### src/hdl/lspd_pkg.sv
`timescale 1ns / 1ps

package lspd_pkg;

    localparam int DIST_W  = 18;
    localparam int ANGLE_W = 16;
    localparam int RUN_W   = 4;
    localparam int MODE_W  = 2;
    localparam int IDX_W   = 3;
    localparam int CFG_W   = 18;
    localparam int IN_TDATA_W  = 40;
    localparam int OUT_TDATA_W = 8;

    typedef enum logic [MODE_W-1:0] {
        MODE_ALL      = 2'd0,
        MODE_FORWARD  = 2'd1,
        MODE_BACKWARD = 2'd2,
        MODE_SPARE    = 2'd3
    } sector_mode_t;

    typedef enum logic [IDX_W-1:0] {
        REG_SECTOR_MODE = 3'd0,
        REG_DANGER_DIST = 3'd1,
        REG_RUN_LENGTH  = 3'd2,
        REG_BAND_LOW    = 3'd3,
        REG_BAND_HIGH   = 3'd4
    } cfg_reg_t;

    localparam logic [DIST_W-1:0]  RESET_DANGER_DIST = 18'd2000;
    localparam logic [RUN_W-1:0]   RESET_RUN_LENGTH  = 4'd3;
    localparam logic [ANGLE_W-1:0] RESET_BAND_LOW    = 16'd10013;
    localparam logic [ANGLE_W-1:0] RESET_BAND_HIGH   = 16'd42780;

    typedef struct packed {
        sector_mode_t        sector_mode;
        logic [DIST_W-1:0]   danger_distance_q2;
        logic [RUN_W-1:0]    run_length;
        logic [ANGLE_W-1:0]  band_low_q14;
        logic [ANGLE_W-1:0]  band_high_q14;
    } cfg_t;

endpackage

### src/hdl/lspd_cfg_regs.sv
`timescale 1ns / 1ps

module lspd_cfg_regs
(
    input  logic                            clk,
    input  logic                            rst_n,
    input  logic                            cfg_valid,
    output logic                            cfg_ready,
    input  logic [lspd_pkg::IDX_W-1:0]      cfg_index,
    input  logic [lspd_pkg::CFG_W-1:0]      cfg_data,
    output lspd_pkg::cfg_t                  cfg
);

    lspd_pkg::cfg_t cfg_reg;
    lspd_pkg::cfg_t cfg_next;

    assign cfg_ready = 1'b1;
    assign cfg       = cfg_reg;

    always_comb
    begin
        cfg_next = cfg_reg;
        if (cfg_valid)
        begin
            case (lspd_pkg::cfg_reg_t'(cfg_index))
                lspd_pkg::REG_SECTOR_MODE:
                    cfg_next.sector_mode =
                        lspd_pkg::sector_mode_t'(cfg_data[lspd_pkg::MODE_W-1:0]);
                lspd_pkg::REG_DANGER_DIST:
                    cfg_next.danger_distance_q2 = cfg_data[lspd_pkg::DIST_W-1:0];
                lspd_pkg::REG_RUN_LENGTH:
                    cfg_next.run_length = cfg_data[lspd_pkg::RUN_W-1:0];
                lspd_pkg::REG_BAND_LOW:
                    cfg_next.band_low_q14 = cfg_data[lspd_pkg::ANGLE_W-1:0];
                lspd_pkg::REG_BAND_HIGH:
                    cfg_next.band_high_q14 = cfg_data[lspd_pkg::ANGLE_W-1:0];
                default:
                    cfg_next = cfg_reg;
            endcase
        end
    end

    always_ff @(posedge clk or negedge rst_n)
    begin
        if (!rst_n)
        begin
            cfg_reg.sector_mode        <= lspd_pkg::MODE_ALL;
            cfg_reg.danger_distance_q2 <= lspd_pkg::RESET_DANGER_DIST;
            cfg_reg.run_length         <= lspd_pkg::RESET_RUN_LENGTH;
            cfg_reg.band_low_q14       <= lspd_pkg::RESET_BAND_LOW;
            cfg_reg.band_high_q14      <= lspd_pkg::RESET_BAND_HIGH;
        end
        else
        begin
            cfg_reg <= cfg_next;
        end
    end

endmodule

### src/hdl/lspd_point_eval.sv
`timescale 1ns / 1ps

module lspd_point_eval
(
    input  logic                              clk,
    input  logic                              rst_n,
    input  lspd_pkg::cfg_t                    cfg,
    input  logic                              in_valid,
    output logic                              in_ready,
    input  logic [lspd_pkg::DIST_W-1:0]       distance_q2,
    input  logic [lspd_pkg::ANGLE_W-1:0]      angle_q14,
    input  logic                              last_of_scan,
    input  logic                              res_free,
    output logic                              res_valid,
    output logic                              res_obstacle
);

    logic                           pt_valid_reg;
    logic [lspd_pkg::DIST_W-1:0]    pt_dist_reg;
    logic [lspd_pkg::ANGLE_W-1:0]   pt_angle_reg;
    logic                           pt_last_reg;

    logic [lspd_pkg::RUN_W-1:0]     count_reg;
    logic [lspd_pkg::RUN_W-1:0]     count_next;
    logic                           found_reg;
    logic                           found_next;

    logic                           advance;
    logic                           inside_band;
    logic                           in_sector;
    logic                           is_close;
    logic [lspd_pkg::RUN_W-1:0]     need;
    logic [lspd_pkg::RUN_W-1:0]     count_inc;
    logic                           found_upd;

    // A point that closes a scan waits until the result register is free.
    assign advance  = pt_valid_reg && (!pt_last_reg || res_free);
    assign in_ready = !pt_valid_reg || advance;

    assign inside_band = (pt_angle_reg >= cfg.band_low_q14)
                      && (pt_angle_reg <= cfg.band_high_q14);

    always_comb
    begin
        case (cfg.sector_mode)
            lspd_pkg::MODE_FORWARD:  in_sector = !inside_band;
            lspd_pkg::MODE_BACKWARD: in_sector = inside_band;
            default:                 in_sector = 1'b1;
        endcase
    end

    assign is_close  = (pt_dist_reg != '0) && (pt_dist_reg < cfg.danger_distance_q2);
    assign need      = (cfg.run_length == '0) ? lspd_pkg::RUN_W'(1) : cfg.run_length;
    assign count_inc = (count_reg < need) ? count_reg + lspd_pkg::RUN_W'(1) : count_reg;

    always_comb
    begin
        count_next = count_reg;
        found_upd  = found_reg;
        if (in_sector)
        begin
            if (is_close)
            begin
                count_next = count_inc;
                found_upd  = found_reg || (count_inc >= need);
            end
            else
            begin
                count_next = '0;
            end
        end
        found_next = found_upd;
        if (pt_last_reg)
        begin
            count_next = '0;
            found_next = 1'b0;
        end
    end

    assign res_valid    = advance && pt_last_reg;
    assign res_obstacle = found_upd;

    always_ff @(posedge clk or negedge rst_n)
    begin
        if (!rst_n)
        begin
            pt_valid_reg <= 1'b0;
            count_reg    <= '0;
            found_reg    <= 1'b0;
        end
        else
        begin
            if (in_ready)
            begin
                pt_valid_reg <= in_valid;
            end
            if (advance)
            begin
                count_reg <= count_next;
                found_reg <= found_next;
            end
        end
    end

    always_ff @(posedge clk)
    begin
        if (in_ready && in_valid)
        begin
            pt_dist_reg  <= distance_q2;
            pt_angle_reg <= angle_q14;
            pt_last_reg  <= last_of_scan;
        end
    end

endmodule

### src/hdl/lspd_out_reg.sv
`timescale 1ns / 1ps

module lspd_out_reg
(
    input  logic    clk,
    input  logic    rst_n,
    input  logic    res_valid,
    input  logic    res_obstacle,
    output logic    res_free,
    output logic    out_valid,
    input  logic    out_ready,
    output logic    obstacle_close
);

    logic   valid_reg;
    logic   valid_next;
    logic   obstacle_reg;

    assign res_free       = !valid_reg || out_ready;
    assign out_valid      = valid_reg;
    assign obstacle_close = obstacle_reg;

    always_comb
    begin
        valid_next = valid_reg;
        if (res_free)
        begin
            valid_next = res_valid;
        end
    end

    always_ff @(posedge clk or negedge rst_n)
    begin
        if (!rst_n)
        begin
            valid_reg <= 1'b0;
        end
        else
        begin
            valid_reg <= valid_next;
        end
    end

    always_ff @(posedge clk)
    begin
        if (res_free && res_valid)
        begin
            obstacle_reg <= res_obstacle;
        end
    end

endmodule

### src/hdl/lidar_sector_proximity_detector_unit.sv
`timescale 1ns / 1ps
//  Channel   Direction  Contents
//  s_axis    in         scan point: distance, angle, end-of-scan mark on tlast
//  m_axis    out        one word per scan: obstacle flag
//  cfg       in         register index and write data
//
//  A point is taken every cycle unless a last point waits in the input register;
//  it is evaluated there against the run counter. The flag of a scan is
//  registered in the output register when its last point leaves the input
//  register. Only a last point waits when the output word is stalled.
//  Reset loads the register defaults and clears the run counter and the flag.

module lidar_sector_proximity_detector_unit
(
    input  logic                                clk,
    input  logic                                rst_n,
    input  logic                                s_axis_tvalid,
    output logic                                s_axis_tready,
    // [17:0] distance_q2, [33:18] angle_q14, [39:34] zero
    input  logic [lspd_pkg::IN_TDATA_W-1:0]     s_axis_tdata,
    input  logic                                s_axis_tlast,
    output logic                                m_axis_tvalid,
    input  logic                                m_axis_tready,
    // [0] obstacle_close, [7:1] zero
    output logic [lspd_pkg::OUT_TDATA_W-1:0]    m_axis_tdata,
    input  logic                                cfg_valid,
    output logic                                cfg_ready,
    input  logic [lspd_pkg::IDX_W-1:0]          cfg_index,
    input  logic [lspd_pkg::CFG_W-1:0]          cfg_data
);

    lspd_pkg::cfg_t cfg;
    logic           res_valid;
    logic           res_obstacle;
    logic           res_free;
    logic           obstacle_close;

    lspd_cfg_regs u_cfg_regs
    (
        .clk       (clk),
        .rst_n     (rst_n),
        .cfg_valid (cfg_valid),
        .cfg_ready (cfg_ready),
        .cfg_index (cfg_index),
        .cfg_data  (cfg_data),
        .cfg       (cfg)
    );

    lspd_point_eval u_point_eval
    (
        .clk          (clk),
        .rst_n        (rst_n),
        .cfg          (cfg),
        .in_valid     (s_axis_tvalid),
        .in_ready     (s_axis_tready),
        .distance_q2  (s_axis_tdata[lspd_pkg::DIST_W-1:0]),
        .angle_q14    (s_axis_tdata[lspd_pkg::DIST_W+lspd_pkg::ANGLE_W-1:lspd_pkg::DIST_W]),
        .last_of_scan (s_axis_tlast),
        .res_free     (res_free),
        .res_valid    (res_valid),
        .res_obstacle (res_obstacle)
    );

    lspd_out_reg u_out_reg
    (
        .clk            (clk),
        .rst_n          (rst_n),
        .res_valid      (res_valid),
        .res_obstacle   (res_obstacle),
        .res_free       (res_free),
        .out_valid      (m_axis_tvalid),
        .out_ready      (m_axis_tready),
        .obstacle_close (obstacle_close)
    );

    assign m_axis_tdata = {{(lspd_pkg::OUT_TDATA_W-1){1'b0}}, obstacle_close};

endmodule

### config.mk
export PLATFORM = sky130hd
export DESIGN_NAME = lidar_sector_proximity_detector_unit
export DESIGN_NICKNAME = d
export VERILOG_FILES = /design/src/hdl/lspd_pkg.sv /design/src/hdl/lspd_cfg_regs.sv /design/src/hdl/lspd_point_eval.sv /design/src/hdl/lspd_out_reg.sv /design/src/hdl/lidar_sector_proximity_detector_unit.sv
export SDC_FILE = /design/constraint.sdc
export NUM_CORES = 1
export LEC_CHECK = 0
export ABC_AREA = 0
export BUFFER_PORTS_ARGS = -buffer_cell sky130_fd_sc_hd__buf_2
export CORE_UTILIZATION = 49
export DETAILED_ROUTE_END_ITERATION = 16
export HOLD_SLACK_MARGIN = 0.03
export PLACE_DENSITY = 0.78
export SLEW_MARGIN = 20
export SYNTH_ARGS = -nofsm -noshare
export SYNTH_HDL_FRONTEND = slang
export SYNTH_HIERARCHICAL = 1
export SYNTH_SLANG_ARGS = --single-unit
### constraint.sdc
create_clock -name clk -period 4.5 [get_ports clk]
set_input_delay 0.45 -clock clk [delete_from_list [all_inputs] [get_ports clk]]
set_output_delay 0.45 -clock clk [all_outputs]
set_load 0.01 [all_outputs]
==> results of run 1 <==
synthesized netlist by cell type (all sizes together), types with 3 or more instances:
cell type and instances:
and3 5, and2 3, nand4 8, nor3 4
o21ai 8, a211oi 3, o211ai 4, inv 64
edfxtp 36, a21o 7, a31oi 3, buf 14
nor2 3, xor2 3, nand3 8, dfstp 24
and4bb 3, nor4 3, or2 4, nand2 15
mux2 57, a21oi 17, dfrtp 39, ha 59
nand2b 6
routing by layer:
metal / up-vias / track usage
li1: 1648 / -
met3: 22 / 0.0450
met5: - / 0
met2: 81 / 0.331
met4: 0 / 0.0802
met1: 1662 / 0.239
metrics by stage:
step | util | power, mW | instance area, µm² | hold WS (ns)
6_report | 0.558 | 2.44 | 6020 | 0.231
5_1_grt | 0.558 | 2.60 | 6020 | 0.221
4_1_cts | 0.558 | 2.46 | 6020 | 0.231
3_5_place_dp | 0.539 | 1.89 | 5820 | 0.494
3_3_place_gp | 0.539 | 1.85 | 5820 | 0.488
2_1_floorplan | - | 1.71 | 5440 | 0.154
cell families (layout without fill, tap and decap cells):
logic type / after synthesis / in the layout / share of synthesized area
buf+inv: 78 / 145 / 0.0679
simple gates: 71 / 71 / 0.0815
fa+ha+maj: 59 / 59 / 0.136
xor+xnor: 3 / 3 / 0.00485
other cells: 2 / 8 / 0.00139
mux: 57 / 57 / 0.132
flops: 99 / 99 / 0.496
compound gates: 59 / 59 / 0.0801
final timing paths:
path	start	endpoint	cells after the start
setup / recovery	u_cfg_regs/cfg[33]	u_out_reg/obstacle_close	12
hold / removal	rst_n	u_cfg_regs/cfg[49]	2
setup reg to reg	u_cfg_regs/cfg[33]	u_out_reg/obstacle_close	12
hold reg to reg	u_cfg_regs/cfg[30]	u_cfg_regs/cfg[30]	1
max in group asynchronous	rst_n	u_cfg_regs/cfg[34]	2
min in group clk	s_axis_tdata[14]	u_point_eval/pt_dist_reg[14]	1
layout make-up:
class                   instances  share of cell area
inverters                      64              0.0399
flip-flops and latches         99               0.447
repair buffers                 65              0.0549
well taps                     140              0.0291
clock buffers                  12              0.0274
multi-input cells             257               0.397
clock inverters                 4             0.00520
cell usage in the layout (no fill, tap or decap), types with 3 or more instances in the layout:
| cell | netlist | routed |
|---|---|---|
| nor2_1 | 3 | 3 |
| a21oi_1 | 16 | 16 |
| mux2_2 | 37 | 37 |
| inv_1 | 64 | 64 |
| conb_1 | 2 | 8 |
| nand3_1 | 8 | 8 |
| o211ai_1 | 4 | 4 |
| a31oi_1 | 3 | 3 |
| dfstp_2 | 24 | 24 |
| dfrtp_1 | 39 | 39 |
| nand2b_1 | 4 | 4 |
| and4bb_1 | 3 | 3 |
| xor2_1 | 3 | 3 |
| a21o_1 | 7 | 7 |
| or2_1 | 3 | 3 |
| nor4_1 | 3 | 3 |
| clkbuf_8 | 0 | 12 |
| mux2_4 | 20 | 20 |
| and3_1 | 5 | 5 |
| a211oi_1 | 3 | 3 |
| nor3_1 | 4 | 4 |
| buf_2 | 0 | 63 |
| o21ai_1 | 3 | 3 |
| edfxtp_1 | 36 | 36 |
| o21ai_0 | 4 | 4 |
| ha_1 | 59 | 59 |
| nand4_1 | 8 | 8 |
| nand2_1 | 15 | 15 |
worst reg2reg max path, cell delays in order (launching register included):
cell and delay (ns):
dfstp_2 0.56, inv_1 0.05, ha_1 0.26, o21ai_1 0.05, a21oi_1 0.49, mux2_2 0.42, ha_1 0.27, a21o_1 0.15
a21oi_1 0.15, nor2b_1 0.06, o21ai_0 0.17, a21oi_1 0.09, or2_1 0.23
where the power goes:
part / switching, mW / internal, mW / total [mW] / leakage (nW)
Combinational: 0.330 / 0.340 / 0.670 / 1.67
Clock: 0.310 / 0.251 / 0.560 / 0.103
Sequential: 0.0922 / 1.12 / 1.21 / 1.08
Total: 0.732 / 1.71 / 2.44 / 2.85
==> flow_summary_export.csv, run 1 <==
group,metric,value,unit
status,outcome,"completed",
clocking,numCtsBuffers,9,
placement,gp_congestion,0.841,
final_layout,final-seq-area,0.00269,mm²
min_path,hp-class,"in -> async",
die,die_area,0.0115,mm²
timing,period_needed,3.21,ns
final_layout,largest_register_ffs,56,
clocking,cts.path.max_buffers,2,
clocking,ctsHtreeMaxLevel,3,
final_layout,layoutNonFillerInstCount,641,
logic_synthesis,synth_edf_count,36,
final_layout,multi_input_area,0.00239,mm²
power,p_per_area,406,mW/mm²
critical_path,crit_path_start_kind,"register",
logic_synthesis,synth_cells,428,
critical_path,path_max_fanout,6,
timing,slew_viol_final,0,
logic_synthesis,yosys.area.top_type,"edfxtp_1",
clocking,clock_latency,0.37,ns
clocking,root_buffer,"clkbuf_8",
grt,grt_pass1_wl,16900,µm
timing,finalCritPeriodShare,0.713,
clocking,clkSlewWorstSetupHoldPaths,0.09,ns
placement,portBuffers,63,
critical_path,rrSetupSlack,1.29,ns
power,ir_drop,0.177,mV
logic_synthesis,synth_warnings,6,
timing,final-hold-violation-count,0,
drt,wl_met1,4540,µm
clocking,cts_setup_buffers,0,
logic_synthesis,yosysSeqAreaShare,0.496,
drt,dr.pass1.iters,4,
die,die_h,107,µm
critical_path,slowest_delay,0.56,ns
critical_path,crit_chain,"inv_1, ha_1, o21ai_1, a21oi_1, mux2_2, ha_1, a21o_1, a21oi_1, nor2b_1, o21ai_0, a21oi_1, or2_1",
timing,finalSetupTns,0,ns
critical_path,crit_type,"reg -> reg",
logic_synthesis,syn-cell-area,0.00542,mm²
drt,wl_met2,5080,µm
drt,drt-total-wl,10200,µm
drt,drtIter0Drc,242,
critical_path,worstPathRequired,4.62,ns
die,initial_core_util,0.502,
critical_path,cp_slowest_cell,"dfstp_2",
logic_synthesis,ys.flop_type,"dfrtp_1",
timing,finalSetupViolations,0,
timing,tightest_slew,1.07,ns
timing,timing.fmax,312,MHz
final_layout,fin_nets,622,
clocking,clkSinkCount,99,
drt,vias_per_cell,5.32,
grt,antenna_found_initial,0,
drt,wire_per_inst,15.9,µm
power,leakage,2.85,nW
timing,fin_skew,0.0117,ns
logic_synthesis,synth.top_cells.by_area,"edfxtp_1 20%, dfrtp_1 18%, ha_1 14%, dfstp_2 12%, mux2_2 7.7%",
drt,dr_total_vias,3413,
logic_synthesis,ys_types,57,
clocking,cts_hold_buf,0,
run,maxCapViolations,0,
drt,wl_met3,391,µm
die,rows,38,
final_layout,nFillCells,875,
grt,grt_usage,0.195,
logic_synthesis,synthArstFlopShare,0.636,
timing,max_slew_margin,0.284,
placement,dpl_worst_slack,1.34,ns
placement,post-place-cells,625,
drt,antenna_left,0,
logic_synthesis,ys_seq_elements,99,
logic_synthesis,synth_top_area_share,0.199,
drt,top_layer,"met4",
critical_path,arrival,3.33,ns
placement,dp_hpwl,7470,µm
final_layout,antenna_cells,0,
critical_path,crit_top_cell,"a21oi_1",
clocking,cts_resized,0,
grt,grt.overflow.total,0,
final_layout,area.growth.synth_to_final,11.0,%
timing,fin_ws,1.29,ns
die,core_area,0.0108,mm²
drt,route.detailed.drc,0,
grt,grt_max_degree,64,
critical_path,end_kind,"register",
critical_path,cp_num_buf_inv,1,
final_layout,drive_gt1_frac,0.345,
timing,rsz0062_at_grt,"false",
die,ios,78,
logic_synthesis,syn_area_per_cell,12.7,µm²
die,fp.dieW,107,µm
grt,grt_pass1_vias,3579,
clocking,cts_tree,"done",
critical_path,path_delay_family,"compound AO/OA/AOI/OAI gates",
Power figures use the tool's default switching activity.
==> run 2, diff against run 1 <==
==> constraint.sdc (replaced) <==
create_clock -name clk -period 3.1 [get_ports clk]
set_input_delay 0.31 -clock clk [delete_from_list [all_inputs] [get_ports clk]]
set_output_delay 0.31 -clock clk [all_outputs]
set_load 0.01 [all_outputs]
==> run 2 against run 1 <==
Non-clock buffer count up 4. Final cell count rose by 0.47%. Worst setup slack got worse by 1.2 ns. Count of clock-buffer cells in the layout shrank 2. Critical endpoint unchanged. Global-route usage rose by 0.63 points. Worst hold slack worse by 0.12 ns. Highest routed layer unchanged.
==> flow_summary_export.csv, run 2 (synthesis gave the netlist of run 1 again) <==
group,metric,value,unit
status,outcome,"completed",
final_layout,mostFrequentLayoutCells,"64 x inv_1, 63 x buf_2, 59 x ha_1",
critical_path,ff2ff_path_depth,12,
critical_path,worst_setup_path_endpoint,"u_out_reg/obstacle_close",
run,maxCapViolations,0,
final_layout,antenna_cells,0,
final_layout,largest_register_ffs,56,
final_layout,multi_input_area,0.00241,mm²
clocking,ctsHtreeMaxLevel,3,
critical_path,path_max_fanout,6,
drt,dr_total_vias,3442,
drt,wire_per_inst,16.3,µm
critical_path,end_kind,"register",
final_layout,final-seq-area,0.00269,mm²
critical_path,arrival,3.09,ns
min_path,min_from,"s_axis_tdata[13]",
critical_path,crit_path_start,"u_cfg_regs/cfg[33]",
die,ios,78,
drt,dr.pass1.iters,4,
clocking,numCtsBuffers,9,
timing,fin_skew,0.0110,ns
drt,drtIter0Drc,135,
power,p_per_area,609,mW/mm²
die,die_area,0.0115,mm²
clocking,clkSlewWorstSetupHoldPaths,0.09,ns
clocking,root_buffer,"clkbuf_8",
grt,grt_pass1_vias,3491,
timing,timing.fmax,337,MHz
final_layout,area.growth.synth_to_final,12.7,%
final_layout,layout_commonest_cell,"inv_1",
critical_path,crit_type,"reg -> reg",
die,initial_core_util,0.502,
final_layout,fin_nets,626,
critical_path,r2r-end,"u_out_reg/obstacle_close",
min_path,hp-class,"in -> reg",
die,core_area,0.0108,mm²
critical_path,rr_startpoint,"u_cfg_regs/cfg[33]",
final_layout,layoutNonFillerInstCount,644,
die,fp.dieW,107,µm
drt,vias_per_cell,5.34,
critical_path,worstPathRequired,3.22,ns
final_layout,drive_gt1_frac,0.351,
timing,final-hold-violation-count,0,
placement,gp_congestion,0.870,
power,leakage,2.88,nW
timing,max_slew_margin,0.576,
clocking,cts_tree,"done",
drt,drt-total-wl,10500,µm
timing,rsz0062_at_grt,"false",
power,ir_drop,0.496,mV
grt,grt_max_degree,36,
drt,antenna_left,0,
clocking,clock_latency,0.37,ns
timing,period_needed,2.97,ns
placement,portBuffers,63,
die,rows,38,
critical_path,crit_path_start_kind,"register",
grt,grt_pass1_wl,17300,µm
final_layout,design_area,0.00611,mm²
placement,post-place-cells,628,
grt,grt_usage,0.201,
drt,route.detailed.drc,0,
placement,dpl_cell_area,0.00584,mm²
final_layout,utilization,0.566,
grt,grt.overflow.total,0,
timing,finalSetupViolations,0,
clocking,cts.path.max_buffers,2,
critical_path,rrSetupSlack,0.13,ns
die,die_h,107,µm
timing,slew_viol_final,0,
grt,antenna_found_initial,0,
final_layout,nFillCells,849,
timing,tightest_slew,0.634,ns
clocking,clkSinkCount,99,
placement,dp_hpwl,7910,µm
timing,finalCritPeriodShare,0.958,
## run 2: cell count changes in the layout (fill, tap and decap cells not counted), sizes merged
cell,before,now
clkbuf,12,10
dlygate4sd3,0,1
inv,66,64
buf,65,68
bufinv,0,3
## run 2: how the worst min path moves through the flow
stage / slack, ns / cells after the start / endpoint
6_report: 0.11 / 1 / u_point_eval/pt_dist_reg[13]
5_1_grt: 0.09 / 1 / u_point_eval/pt_dist_reg[14]
4_1_cts: 0.09 / 1 / u_point_eval/pt_dist_reg[13]
3_5_place_dp: 0.32 / 1 / u_cfg_regs/cfg[52]
3_3_place_gp: 0.31 / 1 / u_cfg_regs/cfg[52]
2_1_floorplan: 0.01 / 0 / u_cfg_regs/cfg[0]
## run 2: timing repair
action                                  4_1_cts  5_1_grt
endpoints found under the hold margin        17        0
pin swaps                                     0        0
gates resized for setup                       1        4
endpoints found under the setup margin        1        1
buffers inserted                              0        0
hold buffers                                  1        0
## run 2: where the power goes
group	switching [mW]	total, mW	leakage, nW	internal (mW)
Clock	0.432	0.963	0.114	0.531
Sequential	0.135	1.76	1.08	1.62
Combinational	0.498	1.00	1.69	0.505
## run 2: cell type report
cell class	instances	share of cell area
flip-flops and latches	99	0.440
inverters	64	0.0393
clock buffers	10	0.0209
well taps	140	0.0287
clock inverters	5	0.0168
repair buffers	69	0.0594
multi-input cells	257	0.395
## run 2: metal layers
layer  share of wire  up-vias  routed length (µm)  GRT usage
met5               0        -                   0          0
met4           0.020        0                 211     0.0851
met3           0.039       17                 413     0.0377
met2            0.50       91                5250      0.343
met1            0.44     1679                4630      0.250
li1                -     1655                   -          -
## run 2: critical path, stage by stage, from the launching register on
cell	delay (ns)
dfstp_2	0.56
inv_1	0.05
ha_1	0.27
o21ai_1	0.11
a21oi_4	0.25
mux2_2	0.38
ha_1	0.28
a21o_1	0.16
a21oi_1	0.15
nor2b_1	0.06
o21ai_0	0.15
a21oi_1	0.08
or2_1	0.22
## run 2: per-stage QoR
stage	worst slack, ns	TNS (ns)	power [mW]	hold slack (ns)
2_1_floorplan	0.294	0	2.48	0.0144
3_3_place_gp	0.0777	0	2.68	0.312
3_5_place_dp	-0.0365	-0.0365	2.76	0.322
4_1_cts	0.0829	0	3.73	0.0920
5_1_grt	0.00753	0	3.95	0.0899
6_report	0.131	0	3.72	0.106
==> run 3, diff against run 2 <==
--- a/config.mk
+++ b/config.mk
@@ -10,7 +10,7 @@
 export CORE_UTILIZATION = 49
 export DETAILED_ROUTE_END_ITERATION = 16
 export HOLD_SLACK_MARGIN = 0.03
-export PLACE_DENSITY = 0.78
+export PLACE_DENSITY = 0.74
 export SLEW_MARGIN = 20
 export SYNTH_ARGS = -nofsm -noshare
 export SYNTH_HDL_FRONTEND = slang
==> run 3 against run 2 <==
Die area is the same. Clock skew grew 0.00054 ns. Worst hold slack lost 0.084 ns. Flip-flop and latch count is the same. Count of clock-buffer cells in the layout shrank 1. Power shrank 2.6%. Sequential share of layout area grew 0.30 points. Core utilization shrank 0.38 points.
==> flow_summary_export.csv, run 3 (synthesis gave the netlist of run 1 again) <==
group,metric,value,unit
critical_path,rrSetupSlack,0.08,ns
critical_path,crit_type,"reg -> reg",
placement,post-place-cells,628,
clocking,cts_tree,"done",
critical_path,crit_chain,"inv_1, ha_1, or2_1, a21oi_1, a21oi_2, buf_4, or2_1, xor2_1, inv_1, ha_1, nor2b_1, o21ai_0, a21oi_1, or2_1",
timing,final-hold-violation-count,0,
min_path,hp-class,"in -> async",
placement,dpl_cell_area,0.00584,mm²
critical_path,crit_top_cell,"or2_1",
grt,grt.overflow.total,0,
final_layout,utilization,0.562,
timing,finalSetupViolations,0,
critical_path,slowest_delay,0.41,ns
timing,fin_skew,0.0115,ns
final_layout,nFillCells,856,
clocking,clkSlewWorstSetupHoldPaths,0.11,ns
critical_path,arrival,3.16,ns
drt,dr_total_vias,3389,
die,ios,78,
placement,gp_congestion,0.794,
grt,grt_pass1_wl,16700,µm
die,initial_core_util,0.502,
final_layout,drive_gt1_frac,0.356,
drt,dr.pass1.iters,5,
timing,fin_ws,0.0754,ns
final_layout,layout_commonest_cell,"inv_1",
power,ir_drop,0.310,mV
clocking,ctsHtreeMaxLevel,3,
final_layout,design_area,0.00607,mm²
drt,vias_per_cell,5.25,
clocking,numCtsBuffers,9,
timing,period_needed,3.02,ns
timing,slew_viol_final,0,
critical_path,end_kind,"register",
power,leakage,2.88,nW
critical_path,worstPathRequired,3.24,ns
drt,drtIter0Drc,153,
timing,timing.fmax,331,MHz
placement,portBuffers,63,
critical_path,crit_path_start_kind,"register",
timing,whs,0.0223,ns
final_layout,antenna_cells,0,
power,total_power,3.63,mW
final_layout,area.growth.synth_to_final,12.0,%
timing,max_slew_margin,0.445,
timing,finalSetupTns,0,ns
die,fp.dieW,107,µm
final_layout,fin_nets,627,
final_layout,final-seq-area,0.00269,mm²
drt,drt-total-wl,10200,µm
placement,dpl_worst_slack,-0.0620,ns
grt,grt_usage,0.193,
timing,tightest_slew,0.833,ns
final_layout,largest_register_ffs,56,
grt,grt_max_degree,38,
timing,finalCritPeriodShare,0.976,
clocking,cts.path.max_buffers,2,
critical_path,path_max_fanout,5,
die,die_area,0.0115,mm²
status,outcome,"completed",
clocking,clkSinkCount,99,
final_layout,layoutNonFillerInstCount,646,
die,die_h,107,µm
drt,antenna_left,0,
run,maxCapViolations,0,
grt,antenna_found_initial,0,
clocking,clock_latency,0.39,ns
clocking,root_buffer,"clkbuf_8",
critical_path,cp_slowest_cell,"dfrtp_1",
final_layout,mostFrequentLayoutCells,"64 x inv_1, 63 x buf_2, 59 x ha_1",
drt,route.detailed.drc,0,
drt,wire_per_inst,15.8,µm
die,rows,38,
placement,dp_hpwl,7590,µm
die,core_area,0.0108,mm²
grt,grt_pass1_vias,3529,
final_layout,multi_input_area,0.00239,mm²
power,p_per_area,598,mW/mm²
run 3: worst max-delay path, delay by kind of cell (launching register included):
family	cells	cell delay [ns]
buffers and inverters	3	0.29
xor gates and xnor gates	1	0.21
DFF	1	0.41
AOI/OAI and AO/OA	4	0.52
and+or+nand+nor	4	0.79
adders and majority gates	2	0.57
run 3: area by class of cell:
class	instances	area share
clock buffers	9	0.0204
clock inverters	7	0.0132
inverters	64	0.0396
multi-input cells	257	0.395
flip-flops and latches	99	0.443
well taps	140	0.0289
repair buffers	70	0.0606
run 3: report_power, final:
part / total (mW) / internal [mW] / switching, mW / leakage, nW
sequential: 1.76 / 1.62 / 0.138 / 1.08
clock: 0.858 / 0.387 / 0.471 / 0.107
combinational: 1.01 / 0.511 / 0.496 / 1.69
run 3: final timing paths:
| check | start | to | cells past startpoint |
|---|---|---|---|
| setup / recovery | u_cfg_regs/cfg[34] | u_out_reg/obstacle_close | 14 |
| hold / removal | rst_n | u_cfg_regs/cfg[5] | 1 |
| setup reg to reg | u_cfg_regs/cfg[34] | u_out_reg/obstacle_close | 14 |
| hold reg to reg | u_cfg_regs/cfg[30] | u_cfg_regs/cfg[30] | 1 |
| max in group asynchronous | rst_n | u_cfg_regs/cfg[10] | 2 |
| min in group clk | s_axis_tlast | u_point_eval/pt_last_reg | 1 |
run 3: repair_timing:
item / CTS / global route
hold buffers: 0 / 0
pin swaps: 0 / 1
gates resized for setup: 1 / 1
setup endpoints to repair: 1 / 1
buffers inserted: 0 / 2
hold endpoints to repair: 0 / 0
run 3: per-layer routing:
layer | track usage | share of wire
met5 | 0 | 0
met4 | 0.0685 | 0.022
met3 | 0.0511 | 0.044
met2 | 0.326 | 0.49
met1 | 0.238 | 0.44
